==> config.mk <==
export PLATFORM = sky130hd
export DESIGN_NAME = crsi_horner_step
export DESIGN_NICKNAME = d
export VERILOG_FILES = /design/src/rtl/crsi_pkg.sv /design/src/rtl/crsi_horner_step.sv
export SDC_FILE = /design/constraint.sdc
export NUM_CORES = 1
export LEC_CHECK = 0
export BUFFER_PORTS_ARGS = -buffer_cell sky130_fd_sc_hd__clkbuf_2
export CORE_ASPECT_RATIO = 0.8
export CORE_MARGIN = 8
export CORE_UTILIZATION = 59
export CTS_CLUSTER_SIZE = 12
export DETAILED_ROUTE_END_ITERATION = 10
export HOLD_SLACK_MARGIN = 0.06
export PLACE_DENSITY = 0.87
export SLEW_MARGIN = 20
export SYNTH_ARGS = -nofsm -noshare
export SYNTH_HDL_FRONTEND = slang
export SYNTH_SLANG_ARGS = --single-unit
==> constraint.sdc <==
create_clock -name clk -period 8.22 [get_ports clk]
set_input_delay 0.822 -clock clk [delete_from_list [all_inputs] [get_ports clk]]
set_output_delay 0.822 -clock clk [all_outputs]
set_load 0.02 [all_outputs]
==> src/rtl/crsi_pkg.sv <==
`timescale 1ns / 1ps
// ----------------------------------------------------------------------------
// crsi_pkg
// Shared types and constants for the Catmull-Rom segment interpolator.
// ----------------------------------------------------------------------------
package crsi_pkg;

  localparam int SAMPLE_BITS = 16;
  localparam int FRAC_BITS   = 16;
  localparam int T_BITS      = FRAC_BITS + 1;
  localparam int KIND_BITS   = 2;
  // basis sums reach 12 times a sample
  localparam int COEF_BITS   = SAMPLE_BITS + 4;
  // each horner step grows the accumulator by the width of t
  localparam int ACC_BITS    = COEF_BITS + 3 * T_BITS;
  localparam int SCALED_BITS = ACC_BITS - 3 * FRAC_BITS - 1;

  localparam logic [KIND_BITS-1:0] KIND_INTERIOR = 2'd0;
  localparam logic [KIND_BITS-1:0] KIND_FIRST    = 2'd1;
  localparam logic [KIND_BITS-1:0] KIND_LAST     = 2'd2;

  typedef logic signed [COEF_BITS-1:0] coef_t;
  typedef logic [T_BITS-1:0]           t_t;

  typedef struct packed {
    logic [KIND_BITS-1:0]          kind;
    logic signed [SAMPLE_BITS-1:0] p0;
    logic signed [SAMPLE_BITS-1:0] p1;
    logic signed [SAMPLE_BITS-1:0] p2;
    logic signed [SAMPLE_BITS-1:0] p3;
    logic [T_BITS-1:0]             frac;
  } crsi_in_t;

  typedef struct packed {
    logic signed [SAMPLE_BITS-1:0] value;
    logic                          clipped;
  } crsi_out_t;

endpackage

==> src/rtl/crsi_horner_step.sv <==
`timescale 1ns / 1ps
// ----------------------------------------------------------------------------
// crsi_horner_step
// One horner step over two register stages: acc * t as two registered
// partial products, then their sum plus the aligned next coefficient.
// ----------------------------------------------------------------------------
module crsi_horner_step import crsi_pkg::*; #(
  parameter int AW     = 20,
  parameter int SHIFT  = 16,
  parameter int SIDE_W = 1
) (
  input  logic                    clk,
  input  logic                    rst_n,
  input  logic                    up_vld_i,
  output logic                    up_rdy_o,
  input  logic signed [AW-1:0]    acc_i,
  input  t_t                      t_i,
  input  coef_t                   coef_i,
  input  logic [SIDE_W-1:0]       side_i,
  output logic                    dn_vld_o,
  input  logic                    dn_rdy_i,
  output logic signed [AW+T_BITS-1:0] acc_o,
  output t_t                      t_o,
  output logic [SIDE_W-1:0]       side_o
);

  localparam int LO = AW / 2;
  localparam int HI = AW - LO;
  localparam int PL = LO + T_BITS;
  localparam int PH = HI + T_BITS + 1;
  localparam int OW = AW + T_BITS;

  logic                    a_vld_r, b_vld_r;
  logic                    a_rdy, b_rdy;
  logic [LO-1:0]           lo_part;
  logic signed [HI-1:0]    hi_part;
  logic signed [T_BITS:0]  t_s;
  logic [PL-1:0]           pp_lo_nxt, pp_lo_r;
  logic signed [PH-1:0]    pp_hi_nxt, pp_hi_r;
  coef_t                   coef_r;
  t_t                      ta_r, tb_r;
  logic [SIDE_W-1:0]       sa_r, sb_r;
  logic signed [OW-1:0]    hi_ext, lo_ext, c_ext, acc_nxt, acc_r;

  assign b_rdy    = !b_vld_r || dn_rdy_i;
  assign a_rdy    = !a_vld_r || b_rdy;
  assign up_rdy_o = a_rdy;

  assign lo_part   = acc_i[LO-1:0];
  assign hi_part   = acc_i[AW-1:LO];
  assign t_s       = {1'b0, t_i};
  assign pp_lo_nxt = lo_part * t_i;
  assign pp_hi_nxt = hi_part * t_s;

  assign hi_ext  = {{(OW-PH){pp_hi_r[PH-1]}}, pp_hi_r};
  assign lo_ext  = {{(OW-PL){1'b0}}, pp_lo_r};
  assign c_ext   = {{(OW-COEF_BITS){coef_r[COEF_BITS-1]}}, coef_r};
  assign acc_nxt = (hi_ext <<< LO) + lo_ext + (c_ext <<< SHIFT);

  always_ff @(posedge clk) begin
    if (!rst_n) begin
      a_vld_r <= 1'b0;
      b_vld_r <= 1'b0;
    end else begin
      if (a_rdy) begin
        a_vld_r <= up_vld_i;
      end
      if (b_rdy) begin
        b_vld_r <= a_vld_r;
      end
    end
  end

  always_ff @(posedge clk) begin
    if (a_rdy) begin
      pp_lo_r <= pp_lo_nxt;
      pp_hi_r <= pp_hi_nxt;
      coef_r  <= coef_i;
      ta_r    <= t_i;
      sa_r    <= side_i;
    end
    if (b_rdy) begin
      acc_r <= acc_nxt;
      tb_r  <= ta_r;
      sb_r  <= sa_r;
    end
  end

  assign dn_vld_o = b_vld_r;
  assign acc_o    = acc_r;
  assign t_o      = tb_r;
  assign side_o   = sb_r;

endmodule

==> results.tsv <==
stage	metric	value	unit
outcome	status	completed	
power	sequential share of power	0.178	
route	routed length on met3	4.32	mm
worst_setup_path	Crit Path Category	input pin to flip-flop	
flow_run	Max Cap Viol	0	
route	DRC Markers	0	
global_route	vias in the first global route	13500	
route	Routed WL	42.7	mm
route	M1 wire length	16.6	mm
cells_and_area	final core occ	0.643	
clock_tree	post-CTS setup buffers	0	
clock_tree	post-CTS sizing	0	
yosys	async set-reset flop share out of synthesis	0	
clock_tree	Num CTS Buffers	17	
sta	Slew Limit Fails	0	
worst_setup_path	crit path max fanout	21	
die	# IOs	119	
cells_and_area	final net count	2213	
cells_and_area	most frequent cells in the layout	inv_1 (272), fa_1 (249), nand2_1 (199)	
power	Max VDD drop	0.296	mV
yosys	simple-gate share of the synthesized area	0.131	
worst_hold_path	min-delay worst type	flip-flop to flip-flop	
cells_and_area	n_diodes	0	
place	pre-CTS setup slack	1.92	ns
power	total power	8.38	mW
yosys	cell count after synthesis	1655	
yosys	synthesized area per cell	10.4	µm²
global_route	grt ovf	0	
yosys	mux cell area share after synthesis	0.00116	
place	port bufs	118	
yosys	dominant synthesized flop cell	edfxtp_1	
route	Vias	12500	
sta	final hold vios	0	
die	Core ar.	0.0291	mm²
worst_setup_path	crit path buf inv count	6	
yosys	synthesized-area fraction occupied by adder cells	0.417	
clock_tree	CTS clk-pin slew, worst paths	0.07	ns
clock_tree	Root Driver	clkbuf_16	
global_route	GRT Overall Usage	0.248	
cells_and_area	fraction of layout cells with a size suffix above 1	0.0973	
yosys	largest area contributor in the netlist	fa_1	
sta	clk_skew	0.0153	ns
place	post-placement cell area	0.0181	mm²
sta	fin crit share	0.738	
power	switching part of the total	0.496	
yosys	XOR/XNOR Fraction of Synth Area	0.0339	
die	die width	207	µm
cells_and_area	most common cell after layout, fill and taps aside	inv_1	
yosys	compound-cell area share of the yosys netlist	0.0843	
yosys	top cells by area, synth	fa_1 (29%), edfxtp_1 (26%), ha_1 (13%)	
worst_setup_path	Worst Path Required	8.38	ns
clock_tree	H-tree level count	4	
route	Vias/cell	5.92	
sta	setup_tns	0	ns
yosys	Ys Warns	0	
power	sw power	4.16	mW
route	average routed wire per standard cell	20.2	µm
global_route	first-pass GRT wire length	69.3	mm
yosys	register area share after synthesis	0.258	
die	row cnt	56	
cells_and_area	Non-Filler Instances	2114	
worst_setup_path	type of origin of the critical path	input pin	
cells_and_area	Design Area, Final	0.0187	mm²
sta	Hold Slack	0.422	ns
power	Clock power frac	0.098	
route	DR iter-0 viols	1054	
die	Starting Density	0.595	
worst_setup_path	critical path cell sequence	clkbuf_2, nand2_1, fa_1, inv_1, fa_1, inv_1, fa_1, inv_1, fa_1, inv_1, fa_1, inv_1, ha_1, and2_1, nand4_1, o21a_1, o21ai_2, nor3_1, o31ai_1, mux2i_1, a221oi_1	
place	placed insts	2082	
yosys	Post-synth EDFFs	147	
clock_tree	CTS tree	done	
sta	Worst-Margin Slew	0.911	ns
sta	Worst slew margin	0.392	
worst_setup_path	crit path DAT	6.22	ns
power	Logic pwr share	0.725	
worst_setup_path	slowest CP cell	fa_1	
yosys	largest family of logic cells by synthesized area	adder cells	
global_route	largest net degree at the start of global routing	72	
worst_setup_path	Max stage delay on crit path	0.53	ns
worst_setup_path	r2r setup slk	4.68	ns
route	DRT antenna net count	0	
die	die height	169	µm
yosys	synthesized cell area	0.0173	mm²
clock_tree	hold_buf cts	0	
route	metal2 WL	20.3	mm
sta	RSZ-0062 raised after global routing	no	
sta	Final WS setup	2.16	ns
yosys	library cells used by synthesis	60	
sta	# setup viols final	0	
worst_setup_path	Crit. End Element	flip-flop	
clock_tree	Max clock buf depth	2	
clock_tree	CTS Sinks	149	
clock_tree	worst skew pair latency	0.44	ns
cells_and_area	Area growth syn-to-layout	8.23	%
route	first-pass iteration count of the detailed router	7	
yosys	Synth Register Bits	149	
global_route	initial antenna violation count	0	
yosys	syn_nets	2144	
worst_setup_path	Worst path top cell family by delay	adder cells	
place	routability cong.	0.898	
sta	fmax	165	MHz
die	full die area	0.0351	mm²
sta	min Tclk post-route	6.06	ns
power	Pwr Density	448	mW/mm²
power	leak pwr	9.21	nW
place	dpl hpwl	31.4	mm
route	Top Metal Used	met4	
yosys	top cell type's share of synthesized area	0.288	
power	Internal	4.22	mW
worst paths after layout:
path | from | end | depth (start not counted)
worst max-delay path | t_i[6] | pp_hi_r[26] | 21
worst min-delay path | pp_lo_r[6] | acc_o[6] | 0
worst max register to register | pp_lo_r[11] | acc_o[33] | 11
worst min register to register | pp_lo_r[6] | acc_o[6] | 0
cells by family after synthesis:
group | count (synthesis)
adder cells (fa/ha/maj) | 427
multiplexers | 2
buffers and inverters | 343
AND/OR/NAND/NOR | 460
AO/OA/AOI/OAI | 207
XOR/XNOR | 67
flip-flops | 149
sequential cells by signal, indices dropped and copies added (netlist names):
signal    flops
ta_r         17
sa_r          1
dn_vld_o      1
acc_o        37
coef_r       20
t_o          17
pp_hi_r      27
pp_lo_r      27
a_vld_r       1
side_o        1
area by class of cell:
cell class                      count  area (µm²)
Clock buffer                       17         425
Clock inverter                     15         176
Fill cell                        2065       10400
Inverter                          273        1020
Multi-Input combinational cell   1163       11600
Sequential cell                   149        4450
Tap cell                          377         472
Timing Repair Buffer              120         606
power by group through the flow:
| stage | clock (mW) | sequential (mW) | combinational [mW] |
|---|---|---|---|
| after floorplan | 0 | 1.60 | 4.27 |
| after global placement | 0 | 1.50 | 5.53 |
| after detailed placement | 0 | 1.51 | 5.81 |
| after CTS | 0.828 | 1.49 | 5.96 |
| after global routing | 0.860 | 1.51 | 6.67 |
| final | 0.817 | 1.49 | 6.07 |
per-layer routing:
metal	vias up	global-route usage
met2	752	0.415
met4	0	0.0971
met3	129	0.0614
met5	-	0
met1	6160	0.309
li1	5464	-
synthesized netlist by cell type (3+ instances only):
library cell,n
nand4_1,12
o21bai_1,12
nand2b_1,10
o21ai_2,4
nand2_1,200
clkbuf_1,69
a31oi_1,9
o31ai_1,4
ha_1,178
fa_1,249
nand3_1,13
xor2_1,26
and3_1,7
a21oi_4,3
inv_1,273
a21oi_1,58
and2_1,153
nor2b_1,16
o21a_1,8
xnor2_1,41
a21o_1,41
edfxtp_1,147
nor2_1,35
a211oi_1,8
nor3_1,9
o21ai_0,25
Note: power is estimated with default switching activity, not from simulation.
