## src/rtl/crsi_pkg.sv

```systemverilog
`timescale 1ns / 1ps
// ----------------------------------------------------------------------------
// crsi_pkg
// Shared types and constants for the Catmull-Rom segment interpolator.
// ----------------------------------------------------------------------------
package crsi_pkg;

  localparam int SAMPLE_BITS = 16;
  localparam int FRAC_BITS   = 16;
  localparam int T_BITS      = FRAC_BITS + 1;
  localparam int KIND_BITS   = 2;
  // basis sums reach 12 times a sample
  localparam int COEF_BITS   = SAMPLE_BITS + 4;
  // each horner step grows the accumulator by the width of t
  localparam int ACC_BITS    = COEF_BITS + 3 * T_BITS;
  localparam int SCALED_BITS = ACC_BITS - 3 * FRAC_BITS - 1;

  localparam logic [KIND_BITS-1:0] KIND_INTERIOR = 2'd0;
  localparam logic [KIND_BITS-1:0] KIND_FIRST    = 2'd1;
  localparam logic [KIND_BITS-1:0] KIND_LAST     = 2'd2;

  typedef logic signed [COEF_BITS-1:0] coef_t;
  typedef logic [T_BITS-1:0]           t_t;

  typedef struct packed {
    logic [KIND_BITS-1:0]          kind;
    logic signed [SAMPLE_BITS-1:0] p0;
    logic signed [SAMPLE_BITS-1:0] p1;
    logic signed [SAMPLE_BITS-1:0] p2;
    logic signed [SAMPLE_BITS-1:0] p3;
    logic [T_BITS-1:0]             frac;
  } crsi_in_t;

  typedef struct packed {
    logic signed [SAMPLE_BITS-1:0] value;
    logic                          clipped;
  } crsi_out_t;

endpackage

```

## src/rtl/crsi_round_sat.sv

```systemverilog
`timescale 1ns / 1ps
// ----------------------------------------------------------------------------
// crsi_round_sat
// Output stage: drops the fraction of the pre-rounded sum, saturates to the
// sample range and holds the result transaction until it is taken.
// ----------------------------------------------------------------------------
module crsi_round_sat import crsi_pkg::*; (
  input  logic                       clk,
  input  logic                       rst_n,
  input  logic                       up_vld_i,
  output logic                       up_rdy_o,
  input  logic signed [ACC_BITS-1:0] acc_i,
  output logic                       out_valid,
  input  logic                       out_stall,
  output crsi_out_t                  out_data
);

  localparam logic signed [SAMPLE_BITS-1:0] S_MAX = {1'b0, {(SAMPLE_BITS-1){1'b1}}};
  localparam logic signed [SAMPLE_BITS-1:0] S_MIN = {1'b1, {(SAMPLE_BITS-1){1'b0}}};

  logic                          vld_r;
  logic [SCALED_BITS-1:0]        scaled;
  logic [SCALED_BITS-SAMPLE_BITS:0] upper;
  logic                          ovf;
  crsi_out_t                     res_nxt, res_r;

  assign up_rdy_o = !vld_r || !out_stall;

  assign scaled = acc_i[ACC_BITS-1:3*FRAC_BITS+1];
  assign upper  = scaled[SCALED_BITS-1:SAMPLE_BITS-1];
  assign ovf    = !((&upper) || (~|upper));

  always_comb begin
    res_nxt.clipped = ovf;
    if (!ovf) begin
      res_nxt.value = scaled[SAMPLE_BITS-1:0];
    end else if (scaled[SCALED_BITS-1]) begin
      res_nxt.value = S_MIN;
    end else begin
      res_nxt.value = S_MAX;
    end
  end

  always_ff @(posedge clk) begin
    if (!rst_n) begin
      vld_r <= 1'b0;
    end else if (up_rdy_o) begin
      vld_r <= up_vld_i;
    end
  end

  always_ff @(posedge clk) begin
    if (up_rdy_o) begin
      res_r <= res_nxt;
    end
  end

  assign out_valid = vld_r;
  assign out_data  = res_r;

endmodule

```

## config.mk

```make
export PLATFORM = sky130hd
export DESIGN_NAME = crsi_round_sat
export DESIGN_NICKNAME = d
export VERILOG_FILES = /design/src/rtl/crsi_pkg.sv /design/src/rtl/crsi_round_sat.sv
export SDC_FILE = /design/constraint.sdc
export NUM_CORES = 1
export LEC_CHECK = 0
export ABC_AREA = 1
export BUFFER_PORTS_ARGS = -buffer_cell sky130_fd_sc_hd__buf_2
export CAP_MARGIN = 0
export CORE_AREA = 2 2 51 53
export DETAILED_ROUTE_END_ITERATION = 6
export DIE_AREA = 0 0 53 55
export GPL_ROUTABILITY_DRIVEN = 0
export PLACE_DENSITY = 0.91
export SYNTH_ARGS = -nofsm -noshare
export SYNTH_HDL_FRONTEND = slang
export SYNTH_SLANG_ARGS = --single-unit
```

## constraint.sdc

```tcl
create_clock -name clk -period 2 [get_ports clk]
set_input_delay 0 -clock clk [delete_from_list [all_inputs] [get_ports clk]]
set_output_delay 0 -clock clk [all_outputs]
set_load 0.01 [all_outputs]
```

==> impl_metrics.xml <==
<?xml version="1.0" encoding="UTF-8"?>
<metrics>
  <group name="status">
    <metric name="run_status" unit="">completed</metric>
  </group>
  <group name="timing">
    <metric name="finalSetupViolations" unit="">0</metric>
    <metric name="unrepaired_setup_endpoints_after_global_routing" unit="">false</metric>
    <metric name="clock-skew-final" unit="ns">0.00715</metric>
    <metric name="slew_viol_final" unit="">0</metric>
    <metric name="worst_slew_slack_as_a_fraction_of_its_limit" unit="%">51.5</metric>
    <metric name="finalCriticalPeriod" unit="ns">1.76</metric>
    <metric name="timing.final.hold_violations" unit="">0</metric>
    <metric name="timing.fmax" unit="MHz">570</metric>
    <metric name="hold_slack" unit="ns">0.251</metric>
    <metric name="finalWorstSetupSlack" unit="ns">0.245</metric>
    <metric name="worst_slew_pin_slew" unit="ns">0.726</metric>
    <metric name="finalCritPeriodShare" unit="%">87.8</metric>
    <metric name="finalSetupTns" unit="ns">0</metric>
  </group>
  <group name="min_path">
    <metric name="hp-class" unit="">in2reg</metric>
  </group>
  <group name="floorplanning">
    <metric name="die_w" unit="µm">53</metric>
    <metric name="io-pin-count" unit="">94</metric>
    <metric name="floorplan.initialDensity" unit="%">32.4</metric>
    <metric name="die_area" unit="µm²">2920</metric>
    <metric name="rows" unit="">18</metric>
    <metric name="dieHeight" unit="µm">55</metric>
    <metric name="placeableCoreArea" unit="µm²">2360</metric>
  </group>
  <group name="clock_network">
    <metric name="clock_sinks" unit="">18</metric>
    <metric name="number_of_buffers_inserted_by_post_cts_setup_repair" unit="">0</metric>
    <metric name="htree_levels" unit="">1</metric>
    <metric name="cts_resizes" unit="">0</metric>
    <metric name="tritoncts_clock_tree" unit="">built</metric>
    <metric name="worst_setup_hold_path_clk_slew" unit="ns">0.10</metric>
    <metric name="clockBufferDepth" unit="">2</metric>
    <metric name="clock_insertion_delay_worst_skew" unit="ns">0.28</metric>
    <metric name="ctsRootBufferMaster" unit="">sky130_fd_sc_hd__clkbuf_4</metric>
    <metric name="cts-buffers-inserted" unit="">3</metric>
  </group>
  <group name="critical_path">
    <metric name="rrSetupSlack" unit="ns">0.24</metric>
    <metric name="timing.setup.critical_path_class" unit="">reg2reg</metric>
    <metric name="worst_r2r_path_depth" unit="">3</metric>
    <metric name="crit_path_max_fanout" unit="">19</metric>
    <metric name="startpoint" unit="">out_valid$_SDFFE_PN0P_</metric>
    <metric name="worstSetupEndpointType" unit="">flop</metric>
    <metric name="setup.worst_path.end" unit="">out_valid$_SDFFE_PN0P_</metric>
    <metric name="worstPathRequired" unit="ns">2.17</metric>
    <metric name="critical_path_arrival" unit="ns">1.93</metric>
    <metric name="crit_path_start_kind" unit="">flop</metric>
    <metric name="critical_path.reg2reg.endpoint" unit="">out_valid$_SDFFE_PN0P_</metric>
    <metric name="worstReg2RegStart" unit="">out_valid$_SDFFE_PN0P_</metric>
  </group>
  <group name="yosys">
    <metric name="ys_types" unit="">12</metric>
    <metric name="synth_top_cell_area_share" unit="%">66.7</metric>
    <metric name="flip_flop_and_latch_count_after_synthesis" unit="">18</metric>
    <metric name="syn-num-nets" unit="">144</metric>
    <metric name="yosys-top-cells-area" unit="">sky130_fd_sc_hd__edfxtp_1 (67%), sky130_fd_sc_hd__nand2_1 (17%), sky130_fd_sc_hd__buf_6 (2.9%)</metric>
    <metric name="synth_top_area_cell" unit="">sky130_fd_sc_hd__edfxtp_1</metric>
    <metric name="syn_avg_cell_area" unit="µm²">11.1</metric>
    <metric name="synth.yosys.seq_area_share" unit="%">69.3</metric>
    <metric name="yosysWarningCount" unit="">0</metric>
    <metric name="syn_inst" unit="">69</metric>
    <metric name="synth_area" unit="µm²">766</metric>
  </group>
  <group name="global_routing">
    <metric name="maximum_number_of_pins_on_one_net_before_global_route_repair" unit="">20</metric>
    <metric name="first_global_vias" unit="">619</metric>
    <metric name="wire_length_of_the_first_global_routing_pass" unit="µm">2530</metric>
    <metric name="global_route.usage.total" unit="%">12.3</metric>
    <metric name="grt_antenna_before_repair" unit="">0</metric>
    <metric name="overflow" unit="">0</metric>
  </group>
  <group name="pwr">
    <metric name="internal_power" unit="µW">577</metric>
    <metric name="cellLeakagePower" unit="nW">0.549</metric>
    <metric name="sequentialPowerShare" unit="%">59.9</metric>
    <metric name="total_switching_power" unit="µW">167</metric>
    <metric name="comb_power_share" unit="%">16.4</metric>
    <metric name="power.density" unit="nW/µm²">618</metric>
    <metric name="vdd.ir_drop.worst" unit="mV">0.352</metric>
    <metric name="switching_share" unit="%">22.4</metric>
    <metric name="clock_power_share" unit="%">23.8</metric>
  </group>
  <group name="placement">
    <metric name="dpl_worst_slack" unit="ns">0.769</metric>
    <metric name="detailedPlacementHpwl" unit="µm">1120</metric>
    <metric name="port_buffers" unit="">44</metric>
    <metric name="place.detailed.instances" unit="">140</metric>
  </group>
  <group name="finish">
    <metric name="mostFrequentLayoutCell" unit="">sky130_fd_sc_hd__buf_2</metric>
    <metric name="antennaDiodeCount" unit="">0</metric>
    <metric name="nets" unit="">208</metric>
    <metric name="area_delta_synth_final" unit="%">57.2</metric>
    <metric name="nFillCells" unit="">225</metric>
    <metric name="multi_input_comb_area" unit="µm²">198</metric>
    <metric name="drive_above_1_share" unit="%">39.4</metric>
    <metric name="finish.utilization" unit="%">50.9</metric>
    <metric name="layout.cells.non_filler" unit="">162</metric>
    <metric name="register_area" unit="µm²">531</metric>
    <metric name="layout_common_cells" unit="">sky130_fd_sc_hd__buf_2 (44), sky130_fd_sc_hd__nand2_1 (35), sky130_fd_sc_hd__dlygate4sd3_1 (18), sky130_fd_sc_hd__edfxtp_1 (17), sky130_fd_sc_hd__nor2_1 (4)</metric>
  </group>
  <group name="routing">
    <metric name="route.detailed.wl_per_inst" unit="µm">9.99</metric>
    <metric name="route.final.wire_length" unit="µm">1620</metric>
    <metric name="detail_route.vias_per_cell" unit="">4.06</metric>
    <metric name="vias" unit="">658</metric>
    <metric name="drc_errors" unit="">0</metric>
    <metric name="drt_iter0_drc" unit="">17</metric>
    <metric name="drt_pass1_iterations" unit="">4</metric>
    <metric name="drt.antenna.violating_nets" unit="">0</metric>
  </group>
  <group name="run">
    <metric name="max_cap_viol_count" unit="">0</metric>
  </group>
</metrics>
per-stage QoR:
step / cell area, µm² / power, mW
finish: 1200 / 0.744
global route: 1200 / 0.784
detailed placement: 997 / 0.550
CTS: 1200 / 0.752
global placement: 997 / 0.546
floorplan: 766 / 0.498
how the worst min path moves through the flow:
stage | to | startpoint | slack, ns | depth (start not counted)
finish | out_data[0]$_DFFE_PP_ | acc_i[68] | 0.25 | 5
global route | out_data[0]$_DFFE_PP_ | acc_i[68] | 0.29 | 5
CTS | out_data[0]$_DFFE_PP_ | acc_i[68] | 0.25 | 5
detailed placement | out_data[16]$_DFFE_PP_ | acc_i[70] | 0.19 | 1
global placement | out_data[16]$_DFFE_PP_ | acc_i[70] | 0.20 | 1
floorplan | out_valid$_SDFFE_PN0P_ | up_vld_i | 0.14 | 2
layout make-up:
type                       instances  area share (%)
clock inverter                     1           0.312
multi-input combinational         45            16.4
inverter                           3           0.936
tap                               30            3.12
sequential                        18            44.1
clock buffer                       3            1.87
timing repair buffer              62            33.3
sequential cells by signal, summed over array words and instances, names as in the netlist:
| name | count |
|---|---|
| out_valid | 1 |
| out_data | 17 |
power groups by stage:
| stage | Sequential, mW | Clock [mW] | Combinational [mW] |
|---|---|---|---|
| after detailed placement | 0.455 | 0 | 0.0947 |
| after CTS | 0.446 | 0.183 | 0.122 |
| after global routing | 0.448 | 0.201 | 0.135 |
| after global placement | 0.454 | 0 | 0.0924 |
| after floorplan | 0.470 | 0 | 0.0279 |
| final | 0.446 | 0.177 | 0.122 |
synth_stat cells:
cell,instances
sky130_fd_sc_hd__nand2_1,35
sky130_fd_sc_hd__edfxtp_1,17
sky130_fd_sc_hd__nor2_1,4
sky130_fd_sc_hd__inv_1,3
sky130_fd_sc_hd__buf_6,2
sky130_fd_sc_hd__nand2_2,2
sky130_fd_sc_hd__a21boi_0,1
sky130_fd_sc_hd__clkbuf_1,1
sky130_fd_sc_hd__dfxtp_1,1
sky130_fd_sc_hd__nor2_2,1
sky130_fd_sc_hd__o21ai_2,1
sky130_fd_sc_hd__o21ai_4,1
worst max-delay path, cell delays in order (launching register included):
cell	delay (ns)
sky130_fd_sc_hd__dfxtp_1	0.32
sky130_fd_sc_hd__nand2_1	0.53
sky130_fd_sc_hd__a21boi_0	0.20
sky130_fd_sc_hd__dlygate4sd3_1	0.60
layer usage:
layer,vias to the layer above,track usage (%),share of wire (%)
met5,-,0,0
met4,0,7.26,1.3
met3,2,3.23,8.8
met2,33,23.5,52
met1,276,11.8,38
li1,347,-,-
logic make-up after synthesis:
| kind of cell | synth area share [%] |
|---|---|
| flip-flops | 69.3 |
| AND/OR/NAND/NOR | 21.6 |
| AO/OA/AOI/OAI | 4.25 |
| buffers and inverters | 4.90 |
what timing repair did:
item                       CTS  global route
hold endpoints to repair    17             0
hold buffers                18             0
setup endpoints to repair    0             0
No activity file was read; power rests on OpenSTA's default activity.
